`src/hdl/hrs_pkg.sv`:
```
// Shared constants, register map, types and control bundles of the heart rate smoother.
package hrs_pkg;

	// Filter depths
	localparam int MEDIAN_DEPTH = 5;
	localparam int WARMUP_DEPTH = 10;
	localparam int MPOS_W = $clog2(MEDIAN_DEPTH);
	localparam int WPOS_W = $clog2(WARMUP_DEPTH);
	localparam int MCNT_W = $clog2(MEDIAN_DEPTH + 1);
	localparam int MEDIAN_MID = MEDIAN_DEPTH / 2;

	// Variance accumulator widths
	localparam int WCNT_W = $clog2(WARMUP_DEPTH + 1);
	localparam int S1_W = 16 + WCNT_W;
	localparam int S2_W = 32 + WCNT_W;
	localparam int LHS_W = S2_W + WCNT_W;
	localparam int RHS_K = WARMUP_DEPTH * WARMUP_DEPTH * 256;

	// Averaging weights, Q1.8
	localparam logic [8:0] K_TRACK = 9'd20;
	localparam logic [8:0] K_TREND = 9'd77;
	localparam logic [8:0] K_ONE = 9'd256;
	localparam logic [25:0] ROUND_HALF = 26'd128;

	// Oxygen gate
	localparam logic [6:0] OX_LOW = 7'd70;
	localparam logic [6:0] OX_HIGH = 7'd100;

	// Phase codes
	localparam logic [1:0] PH_NONE = 2'd0;
	localparam logic [1:0] PH_WARM = 2'd1;
	localparam logic [1:0] PH_MEAS = 2'd2;

	// Register map (word index)
	localparam int ADDR_W = 5;
	localparam logic [2:0] REG_JUMP_LIM = 3'd0;
	localparam logic [2:0] REG_GLITCH_ALLOW = 3'd1;
	localparam logic [2:0] REG_MIN_WARMUP = 3'd2;
	localparam logic [2:0] REG_MAX_WARMUP = 3'd3;
	localparam logic [2:0] REG_MAX_INVALID = 3'd4;
	localparam logic [2:0] REG_VAR_LIMIT = 3'd5;
	localparam logic [2:0] REG_HR_LOW = 3'd6;
	localparam logic [2:0] REG_HR_HIGH = 3'd7;

	typedef struct packed {
		logic [7:0]  jump_limit;
		logic [3:0]  glitch_allow;
		logic [15:0] min_warmup_ms;
		logic [15:0] max_warmup_ms;
		logic [4:0]  invalid_allow;
		logic [15:0] stable_variance_limit;
		logic [7:0]  hr_low_exclusive;
		logic [7:0]  hr_high_exclusive;
	} cfg_t;

	typedef struct packed {
		logic load_in;
		logic classify;
		logic med;
		logic filt;
		logic var_clr;
		logic var_acc;
		logic sq;
		logic cmp;
		logic pub;
		logic load_out;
	} cmd_t;

	typedef struct packed {
		logic valid_frame;
		logic warming;
		logic var_last;
	} st_t;

endpackage

```
`src/hdl/hrs_cfg.sv`:
```
// Configuration register file with its APB-style access port.
module hrs_cfg (
	input  logic                        clk,
	input  logic                        arst_n,
	input  logic                        psel,
	input  logic                        penable,
	input  logic                        pwrite,
	input  logic [hrs_pkg::ADDR_W-1:0]  paddr,
	input  logic [31:0]                 pwdata,
	output logic [31:0]                 prdata,
	output hrs_pkg::cfg_t               cfg
);
	import hrs_pkg::*;

	cfg_t cfg_q;
	logic wr_en;

	assign wr_en = psel && penable && pwrite;
	assign cfg = cfg_q;

	// Write one register per access transaction
	always_ff @(posedge clk or negedge arst_n) begin
		if (!arst_n) begin
			cfg_q.jump_limit <= 8'd5;
			cfg_q.glitch_allow <= 4'd2;
			cfg_q.min_warmup_ms <= 16'd15000;
			cfg_q.max_warmup_ms <= 16'd20000;
			cfg_q.invalid_allow <= 5'd15;
			cfg_q.stable_variance_limit <= 16'd1600;
			cfg_q.hr_low_exclusive <= 8'd40;
			cfg_q.hr_high_exclusive <= 8'd200;
		end else if (wr_en) begin
			unique case (paddr[4:2])
				REG_JUMP_LIM: cfg_q.jump_limit <= pwdata[7:0];
				REG_GLITCH_ALLOW: cfg_q.glitch_allow <= pwdata[3:0];
				REG_MIN_WARMUP: cfg_q.min_warmup_ms <= pwdata[15:0];
				REG_MAX_WARMUP: cfg_q.max_warmup_ms <= pwdata[15:0];
				REG_MAX_INVALID: cfg_q.invalid_allow <= pwdata[4:0];
				REG_VAR_LIMIT: cfg_q.stable_variance_limit <= pwdata[15:0];
				REG_HR_LOW: cfg_q.hr_low_exclusive <= pwdata[7:0];
				REG_HR_HIGH: cfg_q.hr_high_exclusive <= pwdata[7:0];
				default: ;
			endcase
		end
	end

	// Read back
	always_comb begin
		prdata = 32'd0;
		unique case (paddr[4:2])
			REG_JUMP_LIM: prdata = {24'd0, cfg_q.jump_limit};
			REG_GLITCH_ALLOW: prdata = {28'd0, cfg_q.glitch_allow};
			REG_MIN_WARMUP: prdata = {16'd0, cfg_q.min_warmup_ms};
			REG_MAX_WARMUP: prdata = {16'd0, cfg_q.max_warmup_ms};
			REG_MAX_INVALID: prdata = {27'd0, cfg_q.invalid_allow};
			REG_VAR_LIMIT: prdata = {16'd0, cfg_q.stable_variance_limit};
			REG_HR_LOW: prdata = {24'd0, cfg_q.hr_low_exclusive};
			REG_HR_HIGH: prdata = {24'd0, cfg_q.hr_high_exclusive};
			default: prdata = 32'd0;
		endcase
	end

endmodule

```
`src/hdl/hrs_ctrl.sv`:
```
// Frame sequencer: steps the datapath through one frame and owns the handshakes.
module hrs_ctrl (
	input  logic          clk,
	input  logic          arst_n,
	input  logic          s_tvalid,
	output logic          s_tready,
	output logic          m_tvalid,
	input  logic          m_tready,
	input  hrs_pkg::st_t  st,
	output hrs_pkg::cmd_t cmd
);
	import hrs_pkg::*;

	localparam logic [3:0] ST_IDLE = 4'd0;
	localparam logic [3:0] ST_CLASS = 4'd1;
	localparam logic [3:0] ST_MED = 4'd2;
	localparam logic [3:0] ST_FILT = 4'd3;
	localparam logic [3:0] ST_VAR = 4'd4;
	localparam logic [3:0] ST_SQ = 4'd5;
	localparam logic [3:0] ST_CMP = 4'd6;
	localparam logic [3:0] ST_PUB = 4'd7;
	localparam logic [3:0] ST_OUT = 4'd8;

	logic [3:0] state_q, state_d;
	logic       ovalid_q;

	assign s_tready = (state_q == ST_IDLE);
	assign m_tvalid = ovalid_q;

	// Next state and commands
	always_comb begin
		state_d = state_q;
		cmd = '0;
		unique case (state_q)
			ST_IDLE: begin
				if (s_tvalid) begin
					cmd.load_in = 1'b1;
					state_d = ST_CLASS;
				end
			end
			ST_CLASS: begin
				cmd.classify = 1'b1;
				state_d = st.valid_frame ? ST_MED : ST_OUT;
			end
			ST_MED: begin
				cmd.med = 1'b1;
				state_d = ST_FILT;
			end
			ST_FILT: begin
				cmd.filt = 1'b1;
				cmd.var_clr = 1'b1;
				state_d = st.warming ? ST_VAR : ST_PUB;
			end
			ST_VAR: begin
				cmd.var_acc = 1'b1;
				if (st.var_last) state_d = ST_SQ;
			end
			ST_SQ: begin
				cmd.sq = 1'b1;
				state_d = ST_CMP;
			end
			ST_CMP: begin
				cmd.cmp = 1'b1;
				state_d = ST_PUB;
			end
			ST_PUB: begin
				cmd.pub = 1'b1;
				state_d = ST_OUT;
			end
			ST_OUT: begin
				if (!ovalid_q || m_tready) begin
					cmd.load_out = 1'b1;
					state_d = ST_IDLE;
				end
			end
			default: state_d = ST_IDLE;
		endcase
	end

	// State and output valid
	always_ff @(posedge clk or negedge arst_n) begin
		if (!arst_n) begin
			state_q <= ST_IDLE;
			ovalid_q <= 1'b0;
		end else begin
			state_q <= state_d;
			if (cmd.load_out) ovalid_q <= 1'b1;
			else if (m_tready) ovalid_q <= 1'b0;
		end
	end

endmodule

```
`src/hdl/hrs_dp.sv`:
```
// Datapath: frame latch, median, glitch filter, averaging, warm-up variance and outputs.
module hrs_dp (
	input  logic          clk,
	input  logic          arst_n,
	input  hrs_pkg::cfg_t cfg,
	input  hrs_pkg::cmd_t cmd,
	output hrs_pkg::st_t  st,
	input  logic [2:0]    in_user,
	input  logic [46:0]   in_data,
	output logic [16:0]   out_data
);
	import hrs_pkg::*;

	// Latched frame
	logic        finger_q, hrv_q, oxv_q;
	logic [7:0]  rate_q;
	logic [6:0]  ox_q;
	logic [31:0] now_q;

	// Filter state
	logic [7:0]        med_q [MEDIAN_DEPTH];
	logic [MPOS_W-1:0] mpos_q;
	logic [7:0]        last_q;
	logic [3:0]        glitch_q;
	logic [15:0]       avg_q;
	logic [15:0]       wring_q [WARMUP_DEPTH];
	logic [WPOS_W-1:0] wpos_q;
	logic [31:0]       start_q;
	logic [4:0]        inv_q;
	logic [1:0]        phase_q;
	logic [7:0]        rhold_q;
	logic [6:0]        ohold_q;
	logic [7:0]        stable_q;

	// Variance work registers
	logic [WPOS_W-1:0] idx_q;
	logic [S1_W-1:0]   s1_q;
	logic [S2_W-1:0]   s2_q;
	logic [LHS_W-1:0]  s1sq_q, ds2_q;

	// Output register
	logic [7:0] orate_q;
	logic [6:0] oox_q;
	logic [1:0] ophase_q;

	logic              in_range, valid_frame, inv_reset, clear_frame;
	logic [MPOS_W-1:0] mpos_next;
	logic [WPOS_W-1:0] wpos_next;
	logic [7:0]        med_val;
	logic              med_found;
	logic [MCNT_W-1:0] cnt_lt, cnt_le;
	logic [7:0]        diff, last_n;
	logic [3:0]        glitch_n;
	logic [15:0]       avg_n;
	logic [15:0]       wx;
	logic [31:0]       elapsed;
	logic [LHS_W-1:0]  lhs, rhs;
	logic              warm_done;
	logic [16:0]       rnd;

	function automatic logic [15:0] blend(input logic [15:0] avg, input logic [7:0] r,
			input logic [8:0] k);
		logic [25:0] acc;
		acc = 26'(avg * (K_ONE - k)) + 26'({r, 8'd0} * k) + ROUND_HALF;
		return acc[23:8];
	endfunction

	// Frame classification
	assign in_range = hrv_q && (rate_q > cfg.hr_low_exclusive)
		&& (rate_q < cfg.hr_high_exclusive);
	assign valid_frame = finger_q && in_range;
	assign inv_reset = finger_q && !in_range
		&& ({1'b0, inv_q} + 6'd1 > {1'b0, cfg.invalid_allow});
	assign clear_frame = !finger_q || inv_reset;

	assign mpos_next = (mpos_q == MPOS_W'(MEDIAN_DEPTH - 1)) ? '0 : mpos_q + 1'b1;
	assign wpos_next = (wpos_q == WPOS_W'(WARMUP_DEPTH - 1)) ? '0 : wpos_q + 1'b1;

	// Median by rank: first entry with at most MID below and more than MID at or below
	always_comb begin
		med_val = '0;
		med_found = 1'b0;
		cnt_lt = '0;
		cnt_le = '0;
		for (int i = 0; i < MEDIAN_DEPTH; i++) begin
			cnt_lt = '0;
			cnt_le = '0;
			for (int j = 0; j < MEDIAN_DEPTH; j++) begin
				cnt_lt = cnt_lt + MCNT_W'(med_q[j] < med_q[i]);
				cnt_le = cnt_le + MCNT_W'(med_q[j] <= med_q[i]);
			end
			if (!med_found && cnt_lt <= MCNT_W'(MEDIAN_MID)
					&& cnt_le > MCNT_W'(MEDIAN_MID)) begin
				med_found = 1'b1;
				med_val = med_q[i];
			end
		end
	end

	// Glitch rejection and exponential average
	always_comb begin
		diff = (stable_q > last_q) ? stable_q - last_q : last_q - stable_q;
		last_n = last_q;
		glitch_n = glitch_q;
		avg_n = avg_q;
		if (last_q == 8'd0) begin
			last_n = stable_q;
			avg_n = {stable_q, 8'd0};
		end else if (diff > cfg.jump_limit) begin
			if ({1'b0, glitch_q} + 5'd1 > {1'b0, cfg.glitch_allow}) begin
				last_n = stable_q;
				avg_n = blend(avg_q, stable_q, K_TREND);
				glitch_n = '0;
			end else begin
				glitch_n = glitch_q + 4'd1;
			end
		end else begin
			glitch_n = '0;
			last_n = stable_q;
			avg_n = blend(avg_q, stable_q, K_TRACK);
		end
	end

	// Warm-up exit test
	assign wx = wring_q[idx_q];
	assign elapsed = now_q - start_q;
	assign lhs = ds2_q - s1sq_q;
	assign rhs = LHS_W'(cfg.stable_variance_limit) * LHS_W'(RHS_K);
	assign warm_done = ((elapsed > {16'd0, cfg.min_warmup_ms}) && (lhs < rhs))
		|| (elapsed > {16'd0, cfg.max_warmup_ms});
	assign rnd = {1'b0, avg_q} + 17'd128;

	assign st.valid_frame = valid_frame;
	assign st.warming = (phase_q != PH_MEAS);
	assign st.var_last = (idx_q == WPOS_W'(WARMUP_DEPTH - 1));

	assign out_data = {ophase_q, oox_q, orate_q};

	always_ff @(posedge clk or negedge arst_n) begin
		if (!arst_n) begin
			finger_q <= 1'b0;
			hrv_q <= 1'b0;
			oxv_q <= 1'b0;
			rate_q <= '0;
			ox_q <= '0;
			now_q <= '0;
			for (int i = 0; i < MEDIAN_DEPTH; i++) med_q[i] <= '0;
			for (int i = 0; i < WARMUP_DEPTH; i++) wring_q[i] <= '0;
			mpos_q <= '0;
			last_q <= '0;
			glitch_q <= '0;
			avg_q <= '0;
			wpos_q <= '0;
			start_q <= '0;
			inv_q <= '0;
			phase_q <= PH_NONE;
			rhold_q <= '0;
			ohold_q <= '0;
			stable_q <= '0;
			idx_q <= '0;
			s1_q <= '0;
			s2_q <= '0;
			s1sq_q <= '0;
			ds2_q <= '0;
			orate_q <= '0;
			oox_q <= '0;
			ophase_q <= PH_NONE;
		end else begin
			// Capture the frame
			if (cmd.load_in) begin
				finger_q <= in_user[0];
				hrv_q <= in_user[1];
				oxv_q <= in_user[2];
				rate_q <= in_data[7:0];
				ox_q <= in_data[14:8];
				now_q <= in_data[46:15];
			end
			// Clear the filter, count an invalid frame, or push the rate
			if (cmd.classify) begin
				if (clear_frame) begin
					for (int i = 0; i < MEDIAN_DEPTH; i++) med_q[i] <= '0;
					for (int i = 0; i < WARMUP_DEPTH; i++) wring_q[i] <= '0;
					last_q <= '0;
					glitch_q <= '0;
					avg_q <= '0;
					wpos_q <= '0;
					start_q <= '0;
					inv_q <= '0;
					phase_q <= PH_NONE;
					rhold_q <= '0;
					ohold_q <= '0;
				end else if (valid_frame) begin
					inv_q <= '0;
					med_q[mpos_q] <= rate_q;
					mpos_q <= mpos_next;
				end else begin
					inv_q <= inv_q + 5'd1;
				end
			end
			// Take the median, falling back to the raw rate
			if (cmd.med) stable_q <= (med_val == 8'd0) ? rate_q : med_val;
			// Update the average and the warm-up ring, and start warm-up on the first frame
			if (cmd.filt) begin
				last_q <= last_n;
				glitch_q <= glitch_n;
				avg_q <= avg_n;
				if (phase_q == PH_NONE) begin
					phase_q <= PH_WARM;
					start_q <= now_q;
					for (int i = 0; i < MEDIAN_DEPTH; i++) med_q[i] <= stable_q;
				end
				if (phase_q != PH_MEAS) begin
					wring_q[wpos_q] <= avg_n;
					wpos_q <= wpos_next;
				end
			end
			// Accumulate sums over the warm-up ring, one entry a cycle
			if (cmd.var_clr) begin
				idx_q <= '0;
				s1_q <= '0;
				s2_q <= '0;
			end
			if (cmd.var_acc) begin
				s1_q <= s1_q + S1_W'(wx);
				s2_q <= s2_q + S2_W'(wx * wx);
				idx_q <= idx_q + 1'b1;
			end
			if (cmd.sq) begin
				s1sq_q <= LHS_W'(s1_q * s1_q);
				ds2_q <= LHS_W'(s2_q) * LHS_W'(WARMUP_DEPTH);
			end
			if (cmd.cmp && warm_done) phase_q <= PH_MEAS;
			// Publish
			if (cmd.pub) begin
				case (phase_q)
					PH_WARM: begin
						rhold_q <= '0;
						ohold_q <= '0;
					end
					PH_MEAS: begin
						rhold_q <= rnd[16] ? 8'd255 : rnd[15:8];
						if (oxv_q && ox_q > OX_LOW && ox_q <= OX_HIGH) ohold_q <= ox_q;
					end
					default: ;
				endcase
			end
			if (cmd.load_out) begin
				orate_q <= rhold_q;
				oox_q <= ohold_q;
				ophase_q <= phase_q;
			end
		end
	end

endmodule

```
`src/hdl/heart_rate_smoother.sv`:
```
// Top level of the heart rate smoother: config port, sequencer, datapath, checks.
// One result per frame. A frame runs from acceptance to result through classification
// alone when the finger is absent or the frame is invalid, adds median, filter and
// publish when measuring, and adds the variance walk, squaring and compare during
// warm-up, where the variance sums walk the warm-up ring one entry a cycle through a
// single 16x16 squarer. The next frame is taken once the sequencer returns to idle,
// even while the previous result still waits in the output register; a second frame
// then waits until that result is taken. The user must write configuration through the
// APB-style port only while no frame is in flight; the block does not enforce this.
module heart_rate_smoother (
	input  logic                        clk,
	input  logic                        arst_n,
	input  logic                        s_tvalid,
	output logic                        s_tready,
	// [7:0] raw_rate, [14:8] oxygen_level, [46:15] time_ms, [47] zero
	input  logic [47:0]                 s_tdata,
	// [0] finger_present, [1] hr_valid, [2] oxygen_valid
	input  logic [2:0]                  s_tuser,
	output logic                        m_tvalid,
	input  logic                        m_tready,
	// [7:0] rate_out, [14:8] oxygen_out, [16:15] phase, [23:17] zero
	output logic [23:0]                 m_tdata,
	input  logic                        psel,
	input  logic                        penable,
	input  logic                        pwrite,
	input  logic [hrs_pkg::ADDR_W-1:0]  paddr,
	input  logic [31:0]                 pwdata,
	output logic [31:0]                 prdata,
	output logic                        pready
);
	import hrs_pkg::*;

	cfg_t        cfg;
	cmd_t        cmd;
	st_t         st;
	logic [16:0] out_data;

	assign pready = 1'b1;
	assign m_tdata = {7'd0, out_data};

	hrs_cfg u_cfg (
		.clk(clk), .arst_n(arst_n), .psel(psel), .penable(penable), .pwrite(pwrite),
		.paddr(paddr), .pwdata(pwdata), .prdata(prdata), .cfg(cfg)
	);

	hrs_ctrl u_ctrl (
		.clk(clk), .arst_n(arst_n), .s_tvalid(s_tvalid), .s_tready(s_tready),
		.m_tvalid(m_tvalid), .m_tready(m_tready), .st(st), .cmd(cmd)
	);

	hrs_dp u_dp (
		.clk(clk), .arst_n(arst_n), .cfg(cfg), .cmd(cmd), .st(st),
		.in_user(s_tuser), .in_data(s_tdata[46:0]), .out_data(out_data)
	);

	// Busy right after a frame is taken
	assert property (@(posedge clk) disable iff (!arst_n)
		s_tvalid && s_tready |=> !s_tready)
		else $error("input taken again while a frame is in flight");

	// Warm-up and no-finger results publish zeros
	assert property (@(posedge clk) disable iff (!arst_n)
		m_tvalid && (m_tdata[16:15] == PH_NONE || m_tdata[16:15] == PH_WARM)
		|-> m_tdata[14:0] == 15'd0)
		else $error("nonzero value published outside measuring");

	// Published oxygen stays at or below the gate's upper bound and the phase code is defined
	assert property (@(posedge clk) disable iff (!arst_n)
		m_tvalid |-> m_tdata[14:8] <= OX_HIGH && m_tdata[16:15] != 2'd3)
		else $error("oxygen or phase out of range");

endmodule

```
`config.mk`:
```
export PLATFORM = sky130hd
export DESIGN_NAME = heart_rate_smoother
export DESIGN_NICKNAME = d
export VERILOG_FILES = /design/src/hdl/hrs_pkg.sv /design/src/hdl/hrs_cfg.sv /design/src/hdl/hrs_ctrl.sv /design/src/hdl/hrs_dp.sv /design/src/hdl/heart_rate_smoother.sv
export SDC_FILE = /design/constraint.sdc
export NUM_CORES = 2
export LEC_CHECK = 0
export ABC_AREA = 1
export ABC_CLOCK_PERIOD_IN_PS = 21900
export BUFFER_PORTS_ARGS = -buffer_cell sky130_fd_sc_hd__buf_4
export CORE_MARGIN = 4
export CORE_UTILIZATION = 53
export DETAILED_ROUTE_END_ITERATION = 10
export PLACE_DENSITY_LB_ADDON = 0.05
export SYNTH_ARGS = -nofsm -noshare
export SYNTH_HDL_FRONTEND = slang
export SYNTH_SLANG_ARGS = --single-unit
```
`constraint.sdc`:
```
create_clock -name clk -period 21.9 [get_ports clk]
set_input_delay 1.095 -clock clk [delete_from_list [all_inputs] [get_ports clk]]
set_output_delay 1.095 -clock clk [all_outputs]
set_load 0.02 [all_outputs]
```
==> run_results.csv <==
group,metric,value,unit
status,status,"finished clean",
routing,postRouteAntennaNets,0,
final_layout,final_layout_size_suffix_gt1_share,5.42,%
routing,vias,57400,
synth,ys_types,68,
worst_setup_path,cp-end-kind,"flop",
die,die-area,0.134,mm²
die,core,0.127,mm²
sta,tns,0,ns
synth,synthCells,8706,
place,placed_area,0.0703,mm²
worst_setup_path,cpMostUsedCell,"nand2_1",
routing,vias_per_cell,5.49,
sta,rsz0062_at_grt,"no",
synth,ys_async_sr_fraction,100,%
clock_network,cts_tree,"built",
grt,grt_max_degree,99,
routing,drc,0,
routing,post_drt_wl_per_cell,18.8,µm
synth,ys.flop_type,"dfrtp_1",
grt,grt.total_usage,29.3,%
clock_network,cts-root-buf,"clkbuf_16",
routing,finalWirelength,196,mm
clock_network,clock_path_buffers,3,
synth,synth_area,0.0679,mm²
place,dp_hpwl,154,mm
worst_setup_path,slowest_stage,"nand2_1",
clock_network,cts_buffers,77,
final_layout,area_growth,7.46,%
sta,post-route-period-util,39.1,%
routing,first_pass_iters,6,
final_layout,seqCellArea,0.0147,mm²
worst_setup_path,cp-start-kind,"flop",
worst_setup_path,required,22.51,ns
clock_network,htreeDepth,3,
place,port_buffers,110,
sta,relSlewSlack,23.8,%
sta,fin_crit,8.56,ns
die,die_y,366,µm
clock_network,postCtsHoldBufs,0,
synth,avgSynthCellArea,7.80,µm²
flow_run,maxCapViolations,0,
min_path,hp-class,"in -> async",
die,start_util,53.3,%
synth,seq_area_frac_synth,21.7,%
clock_network,clk_latency,0.71,ns
sta,setup_violations,0,
sta,timing.fmax,0.117,GHz
final_layout,n_fill_cell,12000,
clock_network,clk_pin_slew,0.06,ns
synth,synth-edff-count,0,
die,io_pins,154,
grt,grt_pass1_wl,315,mm
final_layout,fin_area,0.0729,mm²
sta,finalHoldViolCount,0,
grt,first_global_vias,56900,
worst_setup_path,cp.arrival,9.17,ns
clock_network,cts.sinks,588,
die,row_count,131,
synth,ys_warn_count,0,
final_layout,multi_input_area,0.0452,mm²
final_layout,stdcell_count,10400,
sta,skew,0.0465,ns
grt,overflow,0,
routing,drtIter0Drc,4207,
worst_setup_path,critPathMaxFanout,79,
grt,antenna_found_initial,3,
synth,synth-seq-cells,588,
sta,drv_slew,0,
worst_setup_path,path_class,"reg -> reg",
clock_network,post_cts_buffers,0,
clock_network,post_cts_resized,0,
final_layout,fin_nets,10300,
place,dp.cells,10300,
die,die_x,366,µm
place,gp_congestion,0.974,
sta,tightest_slew,1.14,ns
worst_setup_path,cpPeakStageDelay,0.81,ns
[final timing paths]
kind	startpoint	end	slack (ns)	depth (start not counted)
worst min-delay path	arst_n	u_dp.start_q[6]$_DFF_PN0_	0.34	1
max in group asynchronous	arst_n	u_dp.s1_q[12]$_DFFE_PN0P_	18.70	4
worst max register to register	u_dp.idx_q[0]$_DFFE_PN0P_	u_dp.s2_q[35]$_DFFE_PN0P_	13.34	33
worst min register to register	u_cfg.cfg[54]$_DFFE_PN0P_	u_cfg.cfg[54]$_DFFE_PN0P_	0.48	2
worst max-delay path	u_dp.idx_q[0]$_DFFE_PN0P_	u_dp.s2_q[35]$_DFFE_PN0P_	13.34	33
min in group clk	u_cfg.cfg[54]$_DFFE_PN0P_	u_cfg.cfg[54]$_DFFE_PN0P_	0.48	2
[per-layer routing]
layer	global-route usage [%]	share of wire (%)	wire, µm
met2	46.9	45	88700
met4	6.51	2.2	4280
met5	0	0	0
met1	42.8	47	92300
met3	3.40	5.6	11000
[cell usage after synthesis (17+ instances only)]
library cell  count  share of area, %
a21o_1           19              0.21
a21oi_1         487               3.6
a31oi_1          61              0.56
buf_2            41              0.30
buf_4            29              0.32
clkbuf_1        184               1.0
dfrtp_1         561                21
dfstp_2          27               1.0
fa_1            604                18
ha_1            834                15
inv_1          1808                10
inv_2            24              0.13
mux2_2           45              0.75
nand2_1        1686               9.3
nand3_1         414               3.1
nand3b_1         17              0.19
nand4_1          65              0.60
nor2_1          494               2.7
nor3_1           40              0.29
o2111ai_1        17              0.22
o211ai_1         63              0.70
o21ai_0         565               4.2
o21ai_1          71              0.52
o21bai_1         34              0.38
o221ai_1         35              0.45
o22ai_1          40              0.37
o31ai_1          41              0.45
or2_2            29              0.27
xnor2_1          72              0.93
xor2_1          117               1.5
[logic make-up (layout without fill, tap and decap cells)]
kind of cell	after synthesis	count (layout)	synth area share, %
other	2	26	0.0111
adders and majority gates	1438	1438	33.2
xor gates and xnor gates	189	189	2.44
muxes	50	50	0.820
and+or+nand+nor	2795	2795	17.0
AOI/OAI and AO/OA	1543	1543	13.0
buffers and inverters	2101	2154	11.9
DFF	588	588	21.7
[per-stage QoR]
| stage | util [%] | setup WS, ns | hold slack, ns |
|---|---|---|---|
| floorplan | - | 15.00 | 0.448 |
| finish | 57.3 | 13.34 | 0.335 |
| global placement | 55.2 | 13.52 | 0.466 |
| global route | 57.3 | 12.88 | 0.344 |
| detailed placement | 55.2 | 13.48 | 0.473 |
| CTS | 57.3 | 13.36 | 0.329 |
[cells in the final DEF (no fill, tap or decap), types with 69 or more instances in the layout]
master        n
dfrtp_1     560
buf_4       175
ha_1        834
o21ai_1      69
nand3_1     414
o21ai_0     565
fa_1        604
inv_1      1807
clkbuf_16    77
nor2_1      491
xor2_1      117
xnor2_1      72
a21oi_1     486
nand2_1    1683
[registers in the layout, summed over array words and instances (netlist names), 5 cells and up]
name / flops
u_dp.wring_q: 160
u_cfg.cfg: 81
u_dp.med_q: 40
u_dp.ds2_q: 39
u_dp.s1sq_q: 39
u_dp.s2_q: 36
u_dp.now_q: 32
u_dp.start_q: 32
u_dp.s1_q: 20
u_dp.avg_q: 16
u_dp.last_q: 8
u_dp.orate_q: 8
u_dp.rate_q: 8
u_dp.rhold_q: 8
u_dp.stable_q: 8
u_dp.ohold_q: 7
u_dp.oox_q: 7
u_dp.ox_q: 7
u_dp.inv_q: 5
[final cells by class]
cell class / instances / area share, %
diodes: 2 / 0.00686
clock buffers: 107 / 2.96
clock inverters: 36 / 0.715
inverters: 1835 / 9.44
multi-input cells: 6039 / 62.0
flip-flops and latches: 588 / 20.2
well taps: 1662 / 2.85
repair buffers: 176 / 1.82
[worst max-delay path, delay by kind of cell (launching register included)]
family,cells,cell delay (ns)
AO/OA/AOI/OAI,6,1.03
flip-flops,1,0.39
adder cells (fa/ha/maj),7,3.56
AND/OR/NAND/NOR,11,2.12
buffers and inverters,9,1.30
Power is not shown: default switching activity piles up to over one toggle a cycle in this logic, so the estimate is an artifact.
